File: config.mk
export PLATFORM = sky130hd
export DESIGN_NAME = text_command_line_parser
export DESIGN_NICKNAME = d
export VERILOG_FILES = /design/src/rtl/tclp_pkg.sv /design/src/rtl/text_command_line_parser.sv /design/src/rtl/tclp_kw_match.sv
export VERILOG_INCLUDE_DIRS = /design/src /design/src/rtl
export SDC_FILE = /design/constraint.sdc
export NUM_CORES = 1
export LEC_CHECK = 0
export ABC_AREA = 1
export BUFFER_PORTS_ARGS = -buffer_cell sky130_fd_sc_hd__buf_2
export CORE_ASPECT_RATIO = 0.5
export CORE_MARGIN = 5
export CORE_UTILIZATION = 35
export DETAILED_ROUTE_END_ITERATION = 8
export SLEW_MARGIN = 5
export SYNTH_ARGS = -nofsm -noshare
export SYNTH_HDL_FRONTEND = slang
export SYNTH_HIERARCHICAL = 1
export SYNTH_SLANG_ARGS = --single-unit
File: constraint.sdc
create_clock -name clk -period 6.1 [get_ports clk]
set_input_delay 0.61 -clock clk [delete_from_list [all_inputs] [get_ports clk]]
set_output_delay 0.61 -clock clk [all_outputs]
set_load 0.01 [all_outputs]
File: src/rtl/text_command_line_parser_defines.svh
// assertion macros used by the parser rtl
`ifndef TEXT_COMMAND_LINE_PARSER_DEFINES_SVH
`define TEXT_COMMAND_LINE_PARSER_DEFINES_SVH

// same-cycle implication, disabled while in reset
`define TCLP_ASSERT_HOLD(label, ante, cons, msg) \
    label: assert property (@(posedge clk) disable iff (!rst_n) (ante) |-> (cons)) \
        else $error(msg);

// next-cycle implication, disabled while in reset
`define TCLP_ASSERT_NEXT(label, ante, cons, msg) \
    label: assert property (@(posedge clk) disable iff (!rst_n) (ante) |=> (cons)) \
        else $error(msg);

`endif

File: src/rtl/tclp_pkg.sv
package tclp_pkg;

    // default magnitude width of a parsed number
    localparam int NUM_WIDTH_DEF = 32;
    // width of the result parameters
    localparam int PARAM_W = 32;

    // keyword table
    localparam int KW_COUNT   = 6;
    localparam int KW_MAX_LEN = 16;
    localparam int KW_MOVE    = 2;
    localparam int KW_SPEED   = 3;
    localparam int POS_W      = 5;

    localparam logic [KW_COUNT-1:0] KW_ALL       = 6'b111111;
    localparam logic [KW_COUNT-1:0] KW_PREFIX    = 6'b001100;
    localparam logic [KW_COUNT-1:0] KW_SEL_MOVE  = 6'b000100;
    localparam logic [KW_COUNT-1:0] KW_SEL_SPEED = 6'b001000;
    localparam logic [POS_W-1:0]    POS_MAX      = 5'd31;

    // keyword text, left aligned and zero padded
    localparam logic [KW_MAX_LEN*8-1:0] KW_TEXT [KW_COUNT] = '{
        {"LED ON", 80'h0},
        {"LED OFF", 72'h0},
        {"SERVO MOVE:", 40'h0},
        "SERVO SET SPEED:",
        {"TRIGGER ON", 48'h0},
        {"TRIGGER OFF", 40'h0}
    };

    localparam logic [POS_W-1:0] KW_LEN [KW_COUNT] = '{
        5'd6, 5'd7, 5'd11, 5'd16, 5'd10, 5'd11
    };

    // characters of interest
    localparam logic [7:0] CH_NUL   = 8'h00;
    localparam logic [7:0] CH_TAB   = 8'h09;
    localparam logic [7:0] CH_CR    = 8'h0D;
    localparam logic [7:0] CH_SPACE = 8'h20;
    localparam logic [7:0] CH_PLUS  = 8'h2B;
    localparam logic [7:0] CH_COMMA = 8'h2C;
    localparam logic [7:0] CH_MINUS = 8'h2D;
    localparam logic [7:0] CH_ZERO  = 8'h30;
    localparam logic [7:0] CH_NINE  = 8'h39;

    // command codes
    typedef enum logic [2:0] {
        CODE_NONE        = 3'd0,
        CODE_LIGHT_ON    = 3'd1,
        CODE_LIGHT_OFF   = 3'd2,
        CODE_SERVO_MOVE  = 3'd3,
        CODE_SERVO_SPEED = 3'd4,
        CODE_TRIG_ON     = 3'd5,
        CODE_TRIG_OFF    = 3'd6
    } cmd_t;

    // keyword matcher outcome for one character
    typedef struct packed {
        logic [KW_COUNT-1:0] cand;
        logic [POS_W-1:0]    pos;
        logic                prefix_hit;
        logic [KW_COUNT-1:0] prefix_cand;
        cmd_t                exact_code;
    } kw_result_t;

endpackage

File: src/rtl/text_command_line_parser.sv
// a character accepted into the input register is decoded from there into the parser
// state; a zero byte also writes its result word into the result register
// throughput: one character per cycle, set by the single decode step between the
// input register and the result register; a zero byte waits only while the
// result register still holds an untaken word
// reset: asynchronous, active low; parser returns to keyword matching, no result
`include "text_command_line_parser_defines.svh"

module text_command_line_parser #(
    parameter int NUM_WIDTH = tclp_pkg::NUM_WIDTH_DEF
) (
    input  logic                               clk,
    input  logic                               rst_n,
    input  logic                               ch_valid,
    output logic                               ch_stall,
    input  logic [7:0]                         ch,
    output logic                               result_valid,
    input  logic                               result_stall,
    output logic [2:0]                         command_code,
    output logic signed [tclp_pkg::PARAM_W-1:0] param_one,
    output logic signed [tclp_pkg::PARAM_W-1:0] param_two,
    output logic signed [tclp_pkg::PARAM_W-1:0] param_three
);
    import tclp_pkg::*;

    localparam int WIDE_W = NUM_WIDTH + 4;
    localparam logic [NUM_WIDTH-1:0] MAG_LIMIT = {1'b1, {(NUM_WIDTH-1){1'b0}}};
    localparam logic [NUM_WIDTH-1:0] POS_LIMIT = {1'b0, {(NUM_WIDTH-1){1'b1}}};

    typedef enum logic [4:0] {
        PH_KEYWORD = 5'b00001,
        PH_PRE     = 5'b00010,
        PH_NUM     = 5'b00100,
        PH_AFTER   = 5'b01000,
        PH_DONE    = 5'b10000
    } phase_t;

    // input register
    logic       ch_valid_reg;
    logic [7:0] ch_reg;

    // parser state
    phase_t                     phase_reg, phase_next;
    logic [POS_W-1:0]           pos_reg, pos_next;
    logic [KW_COUNT-1:0]        cand_reg, cand_next;
    logic [1:0]                 index_reg, index_next;
    logic [NUM_WIDTH-1:0]       acc_reg, acc_next;
    logic                       neg_reg, neg_next;
    logic                       digit_reg, digit_next;
    logic                       failed_reg, failed_next;
    logic signed [NUM_WIDTH-1:0] value_reg [3];
    logic signed [NUM_WIDTH-1:0] value_next [3];

    // result register
    logic                       result_valid_reg, result_valid_next;
    cmd_t                       code_reg, code_next;
    logic signed [PARAM_W-1:0]  param_one_reg, param_one_next;
    logic signed [PARAM_W-1:0]  param_two_reg, param_two_next;
    logic signed [PARAM_W-1:0]  param_three_reg, param_three_next;

    logic                       go;
    logic                       line_end;
    logic                       is_digit;
    logic                       is_ws;
    logic [3:0]                 digit_val;
    logic [NUM_WIDTH-1:0]       acc_base;
    logic [WIDE_W-1:0]          acc_wide;
    logic [NUM_WIDTH-1:0]       acc_digit;
    logic signed [NUM_WIDTH-1:0] cur_value;
    logic                       needs_three;
    logic [1:0]                 index_inc;
    logic [1:0]                 needed;
    logic                       store_en;
    logic                       final_store;
    logic signed [NUM_WIDTH-1:0] sel_value [3];
    kw_result_t                 kw;

    // handshake: only a line end can be held up by the result register
    assign go       = ch_valid_reg && ((ch_reg != CH_NUL) || !result_valid_reg || !result_stall);
    assign ch_stall = ch_valid_reg && !go;
    assign line_end = ch_reg == CH_NUL;

    always_ff @(posedge clk or negedge rst_n)
    begin
        if (!rst_n)
        begin
            ch_valid_reg <= 1'b0;
        end
        else if (!ch_stall)
        begin
            ch_valid_reg <= ch_valid;
        end
    end

    always_ff @(posedge clk)
    begin
        if (!ch_stall)
        begin
            ch_reg <= ch;
        end
    end

    // keyword matcher
    tclp_kw_match u_kw_match (
        .cand   (cand_reg),
        .pos    (pos_reg),
        .ch     (ch_reg),
        .result (kw)
    );

    // character classes
    assign is_digit  = ch_reg inside {[CH_ZERO:CH_NINE]};
    assign is_ws     = (ch_reg == CH_SPACE) || (ch_reg inside {[CH_TAB:CH_CR]});
    assign digit_val = ch_reg[3:0];

    // accumulator times ten plus digit, saturated at the magnitude limit
    assign acc_base  = (phase_reg == PH_PRE) ? '0 : acc_reg;
    assign acc_wide  = ({4'b0, acc_base} << 3) + ({4'b0, acc_base} << 1) + WIDE_W'(digit_val);
    assign acc_digit = (acc_wide > {4'b0, MAG_LIMIT}) ? MAG_LIMIT : acc_wide[NUM_WIDTH-1:0];

    // signed value of the number being read
    assign cur_value = neg_reg ? NUM_WIDTH'('0 - acc_reg)
                               : ((acc_reg > POS_LIMIT) ? POS_LIMIT : acc_reg);

    assign needs_three = cand_reg[KW_SPEED];
    assign needed      = needs_three ? 2'd3 : 2'd2;
    assign index_inc   = index_reg + 2'd1;
    assign final_store = (phase_reg == PH_NUM) && digit_reg && (index_inc == needed);

    // stored values with the pending number folded in at line end
    always_comb
    begin
        for (int i = 0; i < 3; i++)
        begin
            sel_value[i] = (final_store && index_reg == 2'(i)) ? cur_value : value_reg[i];
        end
    end

    // parser next state
    always_comb
    begin
        phase_next  = phase_reg;
        pos_next    = pos_reg;
        cand_next   = cand_reg;
        index_next  = index_reg;
        acc_next    = acc_reg;
        neg_next    = neg_reg;
        digit_next  = digit_reg;
        failed_next = failed_reg;
        store_en    = 1'b0;
        if (go && line_end)
        begin
            phase_next  = PH_KEYWORD;
            pos_next    = '0;
            cand_next   = KW_ALL;
            index_next  = '0;
            acc_next    = '0;
            neg_next    = 1'b0;
            digit_next  = 1'b0;
            failed_next = 1'b0;
        end
        else if (go && !failed_reg)
        begin
            case (phase_reg)
                PH_KEYWORD:
                begin
                    cand_next = kw.cand;
                    pos_next  = kw.pos;
                    if (kw.cand == '0)
                    begin
                        failed_next = 1'b1;
                    end
                    else if (kw.prefix_hit)
                    begin
                        cand_next  = kw.prefix_cand;
                        phase_next = PH_PRE;
                        index_next = '0;
                        acc_next   = '0;
                        neg_next   = 1'b0;
                        digit_next = 1'b0;
                    end
                end
                PH_PRE:
                begin
                    if (!is_ws)
                    begin
                        phase_next = PH_NUM;
                        acc_next   = '0;
                        neg_next   = 1'b0;
                        digit_next = 1'b0;
                        if (ch_reg == CH_MINUS)
                        begin
                            neg_next = 1'b1;
                        end
                        else if (is_digit)
                        begin
                            acc_next   = acc_digit;
                            digit_next = 1'b1;
                        end
                        else if (ch_reg != CH_PLUS)
                        begin
                            failed_next = 1'b1;
                        end
                    end
                end
                PH_NUM:
                begin
                    if (is_digit)
                    begin
                        acc_next   = acc_digit;
                        digit_next = 1'b1;
                    end
                    else if (!digit_reg)
                    begin
                        failed_next = 1'b1;
                    end
                    else
                    begin
                        store_en   = 1'b1;
                        index_next = index_inc;
                        if (index_inc >= needed)
                        begin
                            phase_next = PH_DONE;
                        end
                        else if (ch_reg == CH_COMMA)
                        begin
                            phase_next = PH_PRE;
                        end
                        else if (is_ws)
                        begin
                            phase_next = PH_AFTER;
                        end
                        else
                        begin
                            failed_next = 1'b1;
                        end
                    end
                end
                PH_AFTER:
                begin
                    if (ch_reg == CH_COMMA)
                    begin
                        phase_next = PH_PRE;
                    end
                    else if (!is_ws)
                    begin
                        failed_next = 1'b1;
                    end
                end
                default:
                begin
                end
            endcase
        end
    end

    // value store write
    always_comb
    begin
        for (int i = 0; i < 3; i++)
        begin
            value_next[i] = value_reg[i];
            if (go && line_end)
            begin
                value_next[i] = '0;
            end
            else if (store_en && index_reg == 2'(i))
            begin
                value_next[i] = cur_value;
            end
        end
    end

    // result word at line end
    always_comb
    begin
        result_valid_next = result_valid_reg && result_stall;
        code_next         = code_reg;
        param_one_next    = param_one_reg;
        param_two_next    = param_two_reg;
        param_three_next  = param_three_reg;
        if (go && line_end)
        begin
            result_valid_next = 1'b1;
            code_next         = CODE_NONE;
            param_one_next    = '0;
            param_two_next    = '0;
            param_three_next  = '0;
            if (!failed_reg)
            begin
                if (phase_reg == PH_KEYWORD)
                begin
                    code_next = kw.exact_code;
                end
                else if ((phase_reg == PH_DONE) || final_store)
                begin
                    code_next      = needs_three ? CODE_SERVO_SPEED : CODE_SERVO_MOVE;
                    param_one_next = PARAM_W'(sel_value[0]);
                    param_two_next = PARAM_W'(sel_value[1]);
                    if (needs_three)
                    begin
                        param_three_next = PARAM_W'(sel_value[2]);
                    end
                end
            end
        end
    end

    // state and result registers
    always_ff @(posedge clk or negedge rst_n)
    begin
        if (!rst_n)
        begin
            phase_reg        <= PH_KEYWORD;
            pos_reg          <= '0;
            cand_reg         <= KW_ALL;
            index_reg        <= '0;
            acc_reg          <= '0;
            neg_reg          <= 1'b0;
            digit_reg        <= 1'b0;
            failed_reg       <= 1'b0;
            value_reg        <= '{default: '0};
            result_valid_reg <= 1'b0;
        end
        else
        begin
            phase_reg        <= phase_next;
            pos_reg          <= pos_next;
            cand_reg         <= cand_next;
            index_reg        <= index_next;
            acc_reg          <= acc_next;
            neg_reg          <= neg_next;
            digit_reg        <= digit_next;
            failed_reg       <= failed_next;
            value_reg        <= value_next;
            result_valid_reg <= result_valid_next;
        end
    end

    always_ff @(posedge clk)
    begin
        code_reg        <= code_next;
        param_one_reg   <= param_one_next;
        param_two_reg   <= param_two_next;
        param_three_reg <= param_three_next;
    end

    // outputs
    assign result_valid = result_valid_reg;
    assign command_code = code_reg;
    assign param_one    = param_one_reg;
    assign param_two    = param_two_reg;
    assign param_three  = param_three_reg;

    // checks
    `TCLP_ASSERT_HOLD(a_params_zero,
        result_valid_reg && code_reg != CODE_SERVO_MOVE && code_reg != CODE_SERVO_SPEED,
        param_one_reg == '0 && param_two_reg == '0 && param_three_reg == '0,
        "non-servo result carries nonzero parameters")
    `TCLP_ASSERT_HOLD(a_move_two_params,
        result_valid_reg && code_reg == CODE_SERVO_MOVE,
        param_three_reg == '0,
        "servo move result carries a third parameter")
    `TCLP_ASSERT_NEXT(a_line_end_clears,
        go && line_end,
        phase_reg == PH_KEYWORD && cand_reg == KW_ALL && pos_reg == '0 && !failed_reg,
        "parser state not cleared after line end")
    `TCLP_ASSERT_HOLD(a_number_single_cmd,
        phase_reg != PH_KEYWORD,
        cand_reg == KW_SEL_MOVE || cand_reg == KW_SEL_SPEED,
        "number phase without a single servo command selected")

endmodule

File: src/rtl/tclp_kw_match.sv
module tclp_kw_match (
    input  logic [tclp_pkg::KW_COUNT-1:0] cand,
    input  logic [tclp_pkg::POS_W-1:0]    pos,
    input  logic [7:0]                    ch,
    output tclp_pkg::kw_result_t          result
);
    import tclp_pkg::*;

    logic [3:0]       rpos;
    logic [POS_W-1:0] pos_inc;

    // byte index, counted from the low end, of the character at pos inside the padded text
    assign rpos    = 4'(KW_MAX_LEN - 1) - pos[3:0];
    assign pos_inc = (pos == POS_MAX) ? pos : pos + 5'd1;

    // candidate filter, prefix completion and exact line match
    always_comb
    begin
        result             = '0;
        result.pos         = pos_inc;
        result.exact_code  = CODE_NONE;
        for (int k = 0; k < KW_COUNT; k++)
        begin
            result.cand[k] = cand[k] && !pos[4] &&
                             (KW_TEXT[k][{rpos, 3'b000} +: 8] == ch);
        end
        for (int k = 0; k < KW_COUNT; k++)
        begin
            if (KW_PREFIX[k] && result.cand[k] && pos_inc == KW_LEN[k])
            begin
                result.prefix_hit  = 1'b1;
                result.prefix_cand = KW_COUNT'(1) << k;
            end
            if (!KW_PREFIX[k] && cand[k] && pos == KW_LEN[k])
            begin
                result.exact_code = cmd_t'(3'(k + 1));
            end
        end
    end

endmodule

After elaboration in Yosys (flattened, before gate mapping)
Index checks and enable logic that the tools add are counted.

storage, ports and cells
  flip-flop bits (word level) = 258
  output and inout bits = 101

cells by class
  order comparisons = 7
  bitwise gates (word level) = 2
  eq/ne operators = 38
  multiplexer cells = 93
  shifts and indexed selects = 6
  reduce and logical (&&, ||, !) cells = 63
  add/sub/neg operators = 6

operators with widths
  kind                                                                                number
  128-bit by 8-bit indexed part select with 8-bit output (first input constant)       6
  32-bit two-way mux                                                                  21
  32-bit case mux with 3 select lines                                                 1
  5-bit two-way mux                                                                   15
  8-bit == test                                                                       6
  35-bit by 33-bit adder with 36-bit output                                           1
  36-bit by 4-bit adder with 36-bit output                                            1
  36-bit by 32-bit greater-than comparator with 1-bit output (second input constant)  1
  1-bit logical AND                                                                   33
  32-bit by 31-bit greater-than comparator with 1-bit output (second input constant)  1
  1-bit two-way mux                                                                   32
  1-bit by 32-bit subtractor with 32-bit output (first input constant)                1
  6-bit two-way mux                                                                   5
  8-bit by 6-bit == test with 1-bit output (second input constant)                    3
  5-bit by 4-bit == test with 1-bit output (second input constant)                    4
  5-bit case mux with 4 select lines                                                  1
  3-bit two-way mux                                                                   6
  3-bit by 2-bit inequality test with 1-bit output (second input constant)            6
  9-bit AND reduction                                                                 2
  5-bit by 3-bit == test with 1-bit output (second input constant)                    3
  5-bit == test (second input constant)                                               3
  7-bit two-way mux                                                                   2
  2-bit two-way mux                                                                   6
  3-bit inequality test (second input constant)                                       4
  37 further kinds                                                                    51

Depth between registers and ports, before layout
Gate-level depths: netlist (run 1).

  word-level depth = 12
  depth in mapped cells = 27
  gate-level depth less buffers = 25

By module
The synthesis (run 1) kept the hierarchy.

modules (own cells, without submodules)
  module                    area an instance (um^2)  times used  cells each
  text_command_line_parser  15449.8                  1           1973
  tclp_kw_match             1430.1                   1           270

Least setup slack after synthesis (run 1)
No wires, ideal clock.

  path type = register to register
  start = register ch_reg[1]
  end = register value_reg[14] (netlist name)
  arrival time = 4.630 ns
  path buffers = 2
  stages on the path, launching flop included = 11
  clock period less this slack = 4.752 ns
  required time = 5.978 ns
  path slack = 1.348 ns
  path through = edfxtp_1 > nor2_2 > nand3_2 > nor2_4 > nand3_2 > buf_6 > clkinv_1 > clkbuf_1 > nor2_1 > nand2_1 > nand2_1

between the ends
  cells in the longest elaborated chain, start to end = 9
  elaborated cells on any way between the ends = 17
  those cells by class = 2 x order compare; 5 x mux; 10 x reduce/logical

RTL lines
  element                                                                                 line                             RTL
  from (decl)                                                                             text_command_line_parser.sv:40   logic [7:0] ch_reg;
  from (signal assigned)                                                                  text_command_line_parser.sv:99   ch_reg <= ch;
  branches (longest 9 deep; another with 8-bit by 6-bit >= comparator with 1-bit output)  n/a
  to (signal assigned)                                                                    text_command_line_parser.sv:335  value_reg <= value_next;
  to (decl)                                                                               text_command_line_parser.sv:51   logic signed [NUM_WIDTH-1:0] value_reg [3];

Several ways; the timed one is not identified.
A chain may end at the register's enable or synchronous reset.

Final worst setup path (run 1)
  start = register phase_reg[3]
  end = register acc_reg[5]

between the ends
  cells in the longest elaborated chain, start to end = 12
  elaborated cells on any way between the ends = 21
  those cells by class = 2 x add/sub; 1 x order compare; 7 x eq/ne; 9 x mux; 2 x reduce/logical

RTL lines
  element                                                     line                                                              RTL
  from (decl)                                                 text_command_line_parser.sv:43                                    phase_t phase_reg, phase_next;
  from (signal assigned)                                      text_command_line_parser.sv:327                                   phase_reg <= phase_next;
  5-bit by 2-bit == test with 1-bit output                    text_command_line_parser.sv:117, text_command_line_parser.sv:164
  32-bit two-way mux                                          text_command_line_parser.sv:117                                   assign acc_base = (phase_reg == PH_PRE) ? '0 : acc_reg;
  35-bit by 33-bit adder with 36-bit output                   text_command_line_parser.sv:118                                   assign acc_wide = ({4'b0, acc_base} << 3) + ({4'b0, acc_base} << 1) + WIDE_W'(digit_val);
  36-bit by 4-bit adder with 36-bit output                    text_command_line_parser.sv:118
  36-bit by 32-bit greater-than comparator with 1-bit output  text_command_line_parser.sv:119                                   assign acc_digit = (acc_wide > {4'b0, MAG_LIMIT}) ? MAG_LIMIT : acc_wide[NUM_WIDTH-1:0];
  32-bit two-way mux                                          text_command_line_parser.sv:119
  32-bit two-way mux                                          text_command_line_parser.sv:195                                   else if (is_digit)
  32-bit two-way mux                                          text_command_line_parser.sv:191                                   if (ch_reg == CH_MINUS)
  32-bit two-way mux                                          text_command_line_parser.sv:185                                   if (!is_ws)
  32-bit case mux with 3 select lines                         text_command_line_parser.sv:164                                   case (phase_reg)
  32-bit two-way mux                                          text_command_line_parser.sv:162                                   else if (go && !failed_reg)
  32-bit two-way mux                                          text_command_line_parser.sv:151                                   if (go && line_end)
  to (signal assigned)                                        text_command_line_parser.sv:331                                   acc_reg <= acc_next;
  to (decl)                                                   text_command_line_parser.sv:47                                    logic [NUM_WIDTH-1:0] acc_reg, acc_next;

Parallel ways exist; a longest one is shown, timed or not. The select of a mux whose other input is x is not followed.

==> results.sh, run 1 <==
export IMPL_finish_net_count=2421
export IMPL_drt_iter0_markers=1725
export IMPL_clk_pin_slew_ps=70
export IMPL_sum_of_overflow_across_all_layers_after_global_routing=0
export IMPL_setup_viol=0
export IMPL_final_min_period_over_clock_period_pct=74.6
export IMPL_total_of_cells_resized_after_clock_tree_synthesis=0
export IMPL_timing_rr_end="acc_reg[5]"
export IMPL_run_status="finished clean"
export IMPL_final_max_slew_viol_count=0
export IMPL_worst_slew_pin_transition_ps=1030
export IMPL_num_vias=15400
export IMPL_initial_utilization_pct=35.7
export IMPL_routabilityCongestion=0.953
export IMPL_path_class="reg -> reg"
export IMPL_total_leakage_power_nw=9.45
export IMPL_stdcell_count=2984
export IMPL_syn2layout_area_growth_pct=11.9
export IMPL_ys_flop_type="dfrtp_1"
export IMPL_cp_required_ps=6570
export IMPL_coreArea_mm2=0.0473
export IMPL_die_height_um=165
export IMPL_cts_hold_buffers=0
export IMPL_cts_num_sinks=258
export IMPL_max_clock_freq_mhz=220
export IMPL_clkLatencyLatePin_ps=560
export IMPL_cp_start_kind="flop"
export IMPL_antenna_diode_count=0
export IMPL_post_synth_num_cell_types=55
export IMPL_synth_async_reset_ratio_pct=58.5
export IMPL_design_power_total_w=0.00355
export IMPL_max_cap_violations=0
export IMPL_power_ir_vdd_worst_v=0.000175
export IMPL_die_area_mm2=0.0530
export IMPL_core_util_final_pct=39.9
export IMPL_critical_path_arrival_ps=5020
export IMPL_track_usage_pct=18.9
export IMPL_timing_critical_path_to_type="flop"
export IMPL_cts_root_buf="clkbuf_16"
export IMPL_ratio_of_cells_with_drive_above_1_in_the_final_layout_pct=12.5
export IMPL_rsz_0062_raised_after_global_routing="false"
export IMPL_die_width_um=321
export IMPL_maximum_number_of_pins_on_one_net_before_global_route_repair=70
export IMPL_netlist_area_before_placement_mm2=0.0169
export IMPL_cts_max_path_buffers=3
export IMPL_r2r_start="phase_reg[3]"
export IMPL_tritoncts="done"
export IMPL_postRouteAntennaNets=0
export IMPL_finalHoldViolCount=0
export IMPL_avgSynthCellArea_um2=7.53
export IMPL_io_pin_count=113
export IMPL_finalSetupTns_ps=0
export IMPL_number_of_cells_on_the_worst_reg_to_reg_path=24
export IMPL_final_period_demand_of_the_worst_path_ps=4550
export IMPL_first_pass_iters=6
export IMPL_placed_cells=2938
export IMPL_max_ffs_per_register=96
export IMPL_routed_wl_um=51100
export IMPL_pwr_density_cell_mw_per_mm2=188
export IMPL_cts_made_buffers=25
export IMPL_maxSlewHeadroom_pct=31.2
export IMPL_post_drt_wl_per_cell_um=17.1
export IMPL_clock_tree_htree_level_count=1
export IMPL_post_cts_setup_buffers=0
export IMPL_synth_seq_area_share_pct=41.5
export IMPL_yosys_warnings=6
export IMPL_number_of_synthesized_register_bits=258
export IMPL_placement_io_buffers=112
export IMPL_grt_pass1_wl_um=81300
export IMPL_crit_path_max_fanout=36
export IMPL_synth_edf_count=107
export IMPL_worst_hold_path_type="in -> async"
export IMPL_dpl_hpwl_um=37700
export IMPL_drc_errors=0
export IMPL_ff2ff_setup_slack_ps=1550
export IMPL_grt_antenna_before_repair=0
export IMPL_first_global_vias=14400
export IMPL_timing_clock_skew_ps=13.5
export IMPL_number_of_instances_in_the_synthesized_netlist=2243
export IMPL_route_detailed_vias_per_inst=5.16
export IMPL_floorplan_rows=56
## Yosys cell counts (2+ instances only)
cell type  instances  area share, %
nor3_2             3           0.18
o21ai_1           13           0.39
nor2_1           174            3.9
nor2_4             4           0.27
nand2_1          641             14
nor3_1            25           0.74
and2_1             3           0.11
inv_2             11           0.24
o21bai_1           5           0.22
nor3_4             2           0.19
edfxtp_1         107             19
buf_6              9           0.60
nand4_2            2           0.15
nor3b_1            2          0.089
nor2_2            13           0.48
nand2_2           21           0.78
buf_4              5           0.22
o211ai_1          18           0.80
or2_1              2          0.074
ha_1              81            6.0
nand3b_1           6           0.27
o22ai_1            3           0.11
inv_1            254            5.6
xor2_1            26            1.3
a22o_1             6           0.31
or2_2             18           0.67
a21oi_1          133            3.9
a32o_1             5           0.30
clkbuf_1          49            1.1
buf_2             14           0.42
nand3_2           10           0.59
clkinv_1           6           0.13
nand2_4            4           0.27
a31oi_1           10           0.37
dfrtp_1          144             21
o21ai_0          187            5.5
nor4_1            12           0.44
o31ai_1           12           0.53
nand3_1          124            3.7
o21ai_2           20            1.0
dfstp_2            7            1.1
buf_1              3          0.067
nand4_1           37            1.4
## routing by layer
metal	wire, um	share of wire (%)	GRT usage [%]	up-vias
li1	-	-	-	7565
met5	0	0	0	-
met3	3130	6.1	2.37	64
met2	22700	44	29.9	477
met4	861	1.7	3.48	0
met1	24400	48	28.1	7304
## critical path, stage by stage (launching register included)
cell     delay, ps
dfrtp_1        420
nor2_2         170
nand4_2        160
inv_2          530
nor2_1         150
ha_1           320
ha_1           230
inv_1          110
fa_1           410
inv_1          120
nand2_1        100
nand2_1         90
and2_1         170
nand2_1        110
nand3_2        120
nand2_1         80
nand3_1         70
nand2_1         80
nor2_1          90
nand2_1         60
nor2_1         170
nand2_1        110
nand2_4        120
nand2_4        230
o21ai_0        230
## cell type report
class	instances	area, um2
clock buffers	32	662
multi-input cells	1634	8460
clock inverters	14	190
fillers	4935	28400
well taps	638	798
repair buffers	135	739
flip-flops and latches	258	7000
inverters	273	1030
## placed cells by master (no fill, tap or decap), types with 13 or more instances in the layout
master       n
nand2_1    641
o21ai_0    187
a21oi_1    133
nand4_1     37
edfxtp_1   107
nor2_1     173
o21ai_1     13
o21ai_2     20
buf_4       23
nand3_1    124
dfrtp_1    144
xor2_1      26
buf_2      111
inv_1      254
or2_2       18
o211ai_1    18
ha_1        81
nand2_2     21
clkbuf_16   25
nor3_1      25
## worst max path at each step
stage | start | endpoint | slack, ps | cells after the start
6_report | phase_reg[3] | acc_reg[5] | 1550 | 24
5_1_grt | phase_reg[3] | acc_reg[2] | 1120 | 24
4_1_cts | phase_reg[3] | acc_reg[5] | 1600 | 24
3_5_place_dp | phase_reg[3] | acc_reg[5] | 1640 | 24
3_3_place_gp | phase_reg[3] | acc_reg[5] | 1710 | 24
2_1_floorplan | ch_reg[1] | value_reg[14] | 1350 | 10
## power breakdown
part | internal, W | switching (W) | leakage [nW]
clock | 0.000946 | 0.000720 | 0.420
sequential | 0.00180 | 0.0000115 | 3.19
combinational | 0.0000163 | 0.0000475 | 5.84
## kinds of logic (layout without fill, tap and decap cells)
family	count (synthesis)	count (layout)	synth area share (%)
AND/OR/NAND/NOR	1105	1105	28.6
XOR/XNOR	27	27	1.40
AO/OA/AOI/OAI	416	416	13.8
other	1	4	0.0222
adder cells (fa/ha/maj)	82	82	6.12
buffers and inverters	354	454	8.60
flip-flops	258	258	41.5
## per-stage QoR
| stage | area [um2] | hold slack (ps) | setup WS [ps] |
|---|---|---|---|
| 2_1_floorplan | 16900 | 314 | 1350 |
| 3_3_place_gp | 18000 | 458 | 1710 |
| 3_5_place_dp | 18000 | 460 | 1640 |
| 4_1_cts | 18900 | 39.7 | 1600 |
| 5_1_grt | 18900 | 59.4 | 1120 |
| 6_report | 18900 | 25.7 | 1550 |
Power figures use the tool's default switching activity.
==> inputs of run 2 (changes only) <==
- ABC_AREA: 1 -> 0
- clock period: 6.1 -> 4.57 ns (I/O delays scaled with it)
==> run 2 against run 1 <==
- combinational power increased to 8.3 times the previous value
- register-to-register slack got worse by 1200 ps
- non-clock buffer count increased by 18
- core utilization decreased by 0.095 points
- cell area decreased by 4.9%
- wire length decreased by 14%
- hold slack improved by 33 ps
- first-iteration DRC count decreased by 25%
- die area decreased by 5.3%
- largest power group unchanged
==> results.sh, run 2 <==
export IMPL_setup_viol=0
export IMPL_antenna_diode_count=0
export IMPL_run_status="finished clean"
export IMPL_layout_area_seq_mm2=0.00700
export IMPL_yosys_area_top_type="dfrtp_1"
export IMPL_synthesized_area_fraction_occupied_by_ao_oa_aoi_and_oai_cells_pct=15.9
export IMPL_netlist_area_before_placement_mm2=0.0159
export IMPL_synth_adder_area_share_pct=6.48
export IMPL_hold_path_startpoint="ch[5]"
export IMPL_finalHoldViolCount=0
export IMPL_max_stage_delay_ps=600
export IMPL_finalSetupTns_ps=0
export IMPL_clk_pin_slew_ps=60
export IMPL_cts_max_path_buffers=3
export IMPL_sum_of_overflow_across_all_layers_after_global_routing=0
export IMPL_first_global_vias=12400
export IMPL_pwr_density_cell_mw_per_mm2=299
export IMPL_post_cts_setup_buffers=0
export IMPL_critical_path_top_delay_family="compound AO/OA/AOI/OAI gates"
export IMPL_synth_seq_area_share_pct=43.9
export IMPL_worst_setup_path_endpoint="acc_reg[12]"
export IMPL_timing_critical_path_to_type="flop"
export IMPL_core_util_final_pct=39.8
export IMPL_number_of_cells_on_the_worst_reg_to_reg_path=17
export IMPL_largest_family_of_logic_cells_by_synthesized_area="simple AND/OR/NAND/NOR gates"
export IMPL_floorplan_rows=55
export IMPL_worst_path_buf_inv=2
export IMPL_grt_antenna_before_repair=0
export IMPL_cts_num_sinks=258
export IMPL_final_period_demand_of_the_worst_path_ps=4260
export IMPL_maximum_number_of_pins_on_one_net_before_global_route_repair=105
export IMPL_fillCellCount=4402
export IMPL_path_class="reg -> reg"
export IMPL_initial_utilization_pct=35.4
export IMPL_synthSimpleGateAreaFrac_pct=19.8
export IMPL_drt_iter0_markers=1286
export IMPL_post_drt_wl_per_cell_um=18.3
export IMPL_synth_async_reset_ratio_pct=58.5
export IMPL_synth_edf_count=107
export IMPL_routed_wl_um=44100
export IMPL_track_usage_pct=17.0
export IMPL_placed_cells=2360
export IMPL_rsz_0062_raised_after_global_routing="false"
export IMPL_drc_errors=0
export IMPL_first_pass_iters=6
export IMPL_max_cap_violations=0
export IMPL_placement_io_buffers=112
export IMPL_final_min_period_over_clock_period_pct=93.2
export IMPL_r2r_start="phase_reg[0]"
export IMPL_path_common_cell="ha_1"
export IMPL_ys_flop_type="dfrtp_1"
export IMPL_number_of_synthesized_register_bits=258
export IMPL_slowest_stage_cell_on_the_critical_path="dfstp_2"
export IMPL_finish_net_count=1886
export IMPL_stdcell_count=2411
export IMPL_route_detailed_vias_per_inst=5.45
export IMPL_die_height_um=161
export IMPL_cp_depth=17
export IMPL_timing_critical_path_cells="nand3b_1 -> buf_12 -> nand2_1 -> xnor2_1 -> ha_1 -> a31o_2 -> ha_1 -> nor2b_1 -> o31ai_2 -> a21oi_1 -> o2111ai_1 -> a211oi_2 -> or3_1 -> a21oi_2 -> and3_1 -> buf_4 -> a32o_1"
export IMPL_cts_root_buf="clkbuf_16"
export IMPL_cp_start_kind="flop"
export IMPL_cp_startpoint="phase_reg[0]"
export IMPL_number_of_instances_in_the_synthesized_netlist=1736
export IMPL_post_synth_num_cell_types=89
export IMPL_commonest_non_fill_non_tap_cell_in_the_layout="nand2_1"
export IMPL_ff2ff_setup_slack_ps=310
export IMPL_multiInputGateArea_mm2=0.00822
export IMPL_num_vias=13100
export IMPL_die_width_um=312
export IMPL_routabilityCongestion=0.870
export IMPL_syn2layout_area_growth_pct=12.7
export IMPL_cp_required_ps=5070
export IMPL_cts_made_buffers=27
export IMPL_post_synth_top_count_cell="nand2_1"
export IMPL_ratio_of_cells_with_drive_above_1_in_the_final_layout_pct=13.4
export IMPL_mostFrequentLayoutCells="nand2_1, a21oi_1, nor2_1, dfrtp_1, buf_2"
export IMPL_synth_top_cells_by_area="dfrtp_1, edfxtp_1, nand2_1, ha_1, a21oi_1"
export IMPL_maxSlewHeadroom_pct=27.5
export IMPL_total_leakage_power_nw=7.72
export IMPL_critical_path_arrival_ps=4760
export IMPL_worst_slew_pin_transition_ps=1090
export IMPL_clock_tree_htree_level_count=1
export IMPL_coreArea_mm2=0.0451
export IMPL_postRouteAntennaNets=0
export IMPL_io_pin_count=113
export IMPL_clkLatencyLatePin_ps=570
export IMPL_netlist_area_leader_share_pct=22.6
export IMPL_grt_pass1_wl_um=70600
export IMPL_synth_top_cells_by_count="nand2_1, a21oi_1, nor2_1"
export IMPL_final_max_slew_viol_count=0
export IMPL_timing_clock_skew_ps=11.7
export IMPL_max_clock_freq_mhz=235
export IMPL_dpl_hpwl_um=30400
export IMPL_synth_xor_area_share_pct=3.34
export IMPL_timing_rr_end="acc_reg[12]"
export IMPL_die_area_mm2=0.0502
export IMPL_yosys_warnings=6
export IMPL_max_ffs_per_register=96
export IMPL_avgSynthCellArea_um2=9.18
export IMPL_tritoncts="done"
export IMPL_crit_path_max_fanout=39
export IMPL_yosys_mux_area_fraction_pct=5.78
export IMPL_power_ir_vdd_worst_v=0.000286
export IMPL_worst_hold_path_type="in -> reg"
[run 2: metal layers]
metal / up-vias / global-route usage [%] / wire (um)
met2: 357 / 27.1 / 20400
met5: - / 0 / 0
met1: 6439 / 24.9 / 20600
li1: 6295 / - / -
met3: 58 / 2.09 / 2290
met4: 0 / 3.78 / 851
[run 2: area by class of cell]
type                            instances  share of cell area, %
Multi-Input combinational cell       1319                   45.8
Sequential cell                       258                   39.0
Timing Repair Buffer                  153                   5.30
Tap cell                              598                   4.17
Clock buffer                           34                   3.96
Clock inverter                         16                   1.10
Inverter                               33                  0.690
[run 2: timing repair]
action	in CTS	in global routing
hold buffers	1	0
endpoints found under the hold margin	36	0
setup endpoints to repair	0	19
resized for setup	0	3
[run 2: where the power goes]
group          internal, W  total, W  switching, W
Clock              0.00134   0.00231      0.000976
Sequential         0.00246   0.00253     0.0000714
Combinational     0.000193  0.000529      0.000336
[run 2: logic make-up (layout without fill, tap and decap cells)]
logic type,count (synthesis),in the layout
other,1,4
multiplexers,89,89
flip-flops,258,258
adder cells (fa/ha/maj),82,82
AO/OA/AOI/OAI,401,401
AND/OR/NAND/NOR,683,683
buffers and inverters,162,236
XOR/XNOR,60,60
[run 2: worst min path at each step]
stage	end	slack (ps)	cells after the start
floorplan	acc_reg[0]	160	0
global placement	value_reg[0]	490	2
detailed placement	value_reg[33]	510	2
CTS	ch_reg[5]	40	1
global route	ch_reg[4]	40	1
finish	ch_reg[5]	60	1
[run 2: stage by stage]
step / cell area [um2] / worst slack (ps) / hold WS, ps / total power (W)
floorplan: 16000 / 260 / 161 / 0.00291
global placement: 17000 / 410 / 494 / 0.00309
detailed placement: 17000 / 298 / 507 / 0.00309
CTS: 17900 / 285 / 37.8 / 0.00541
global route: 18000 / 53.8 / 42.9 / 0.00557
finish: 18000 / 312 / 58.6 / 0.00537
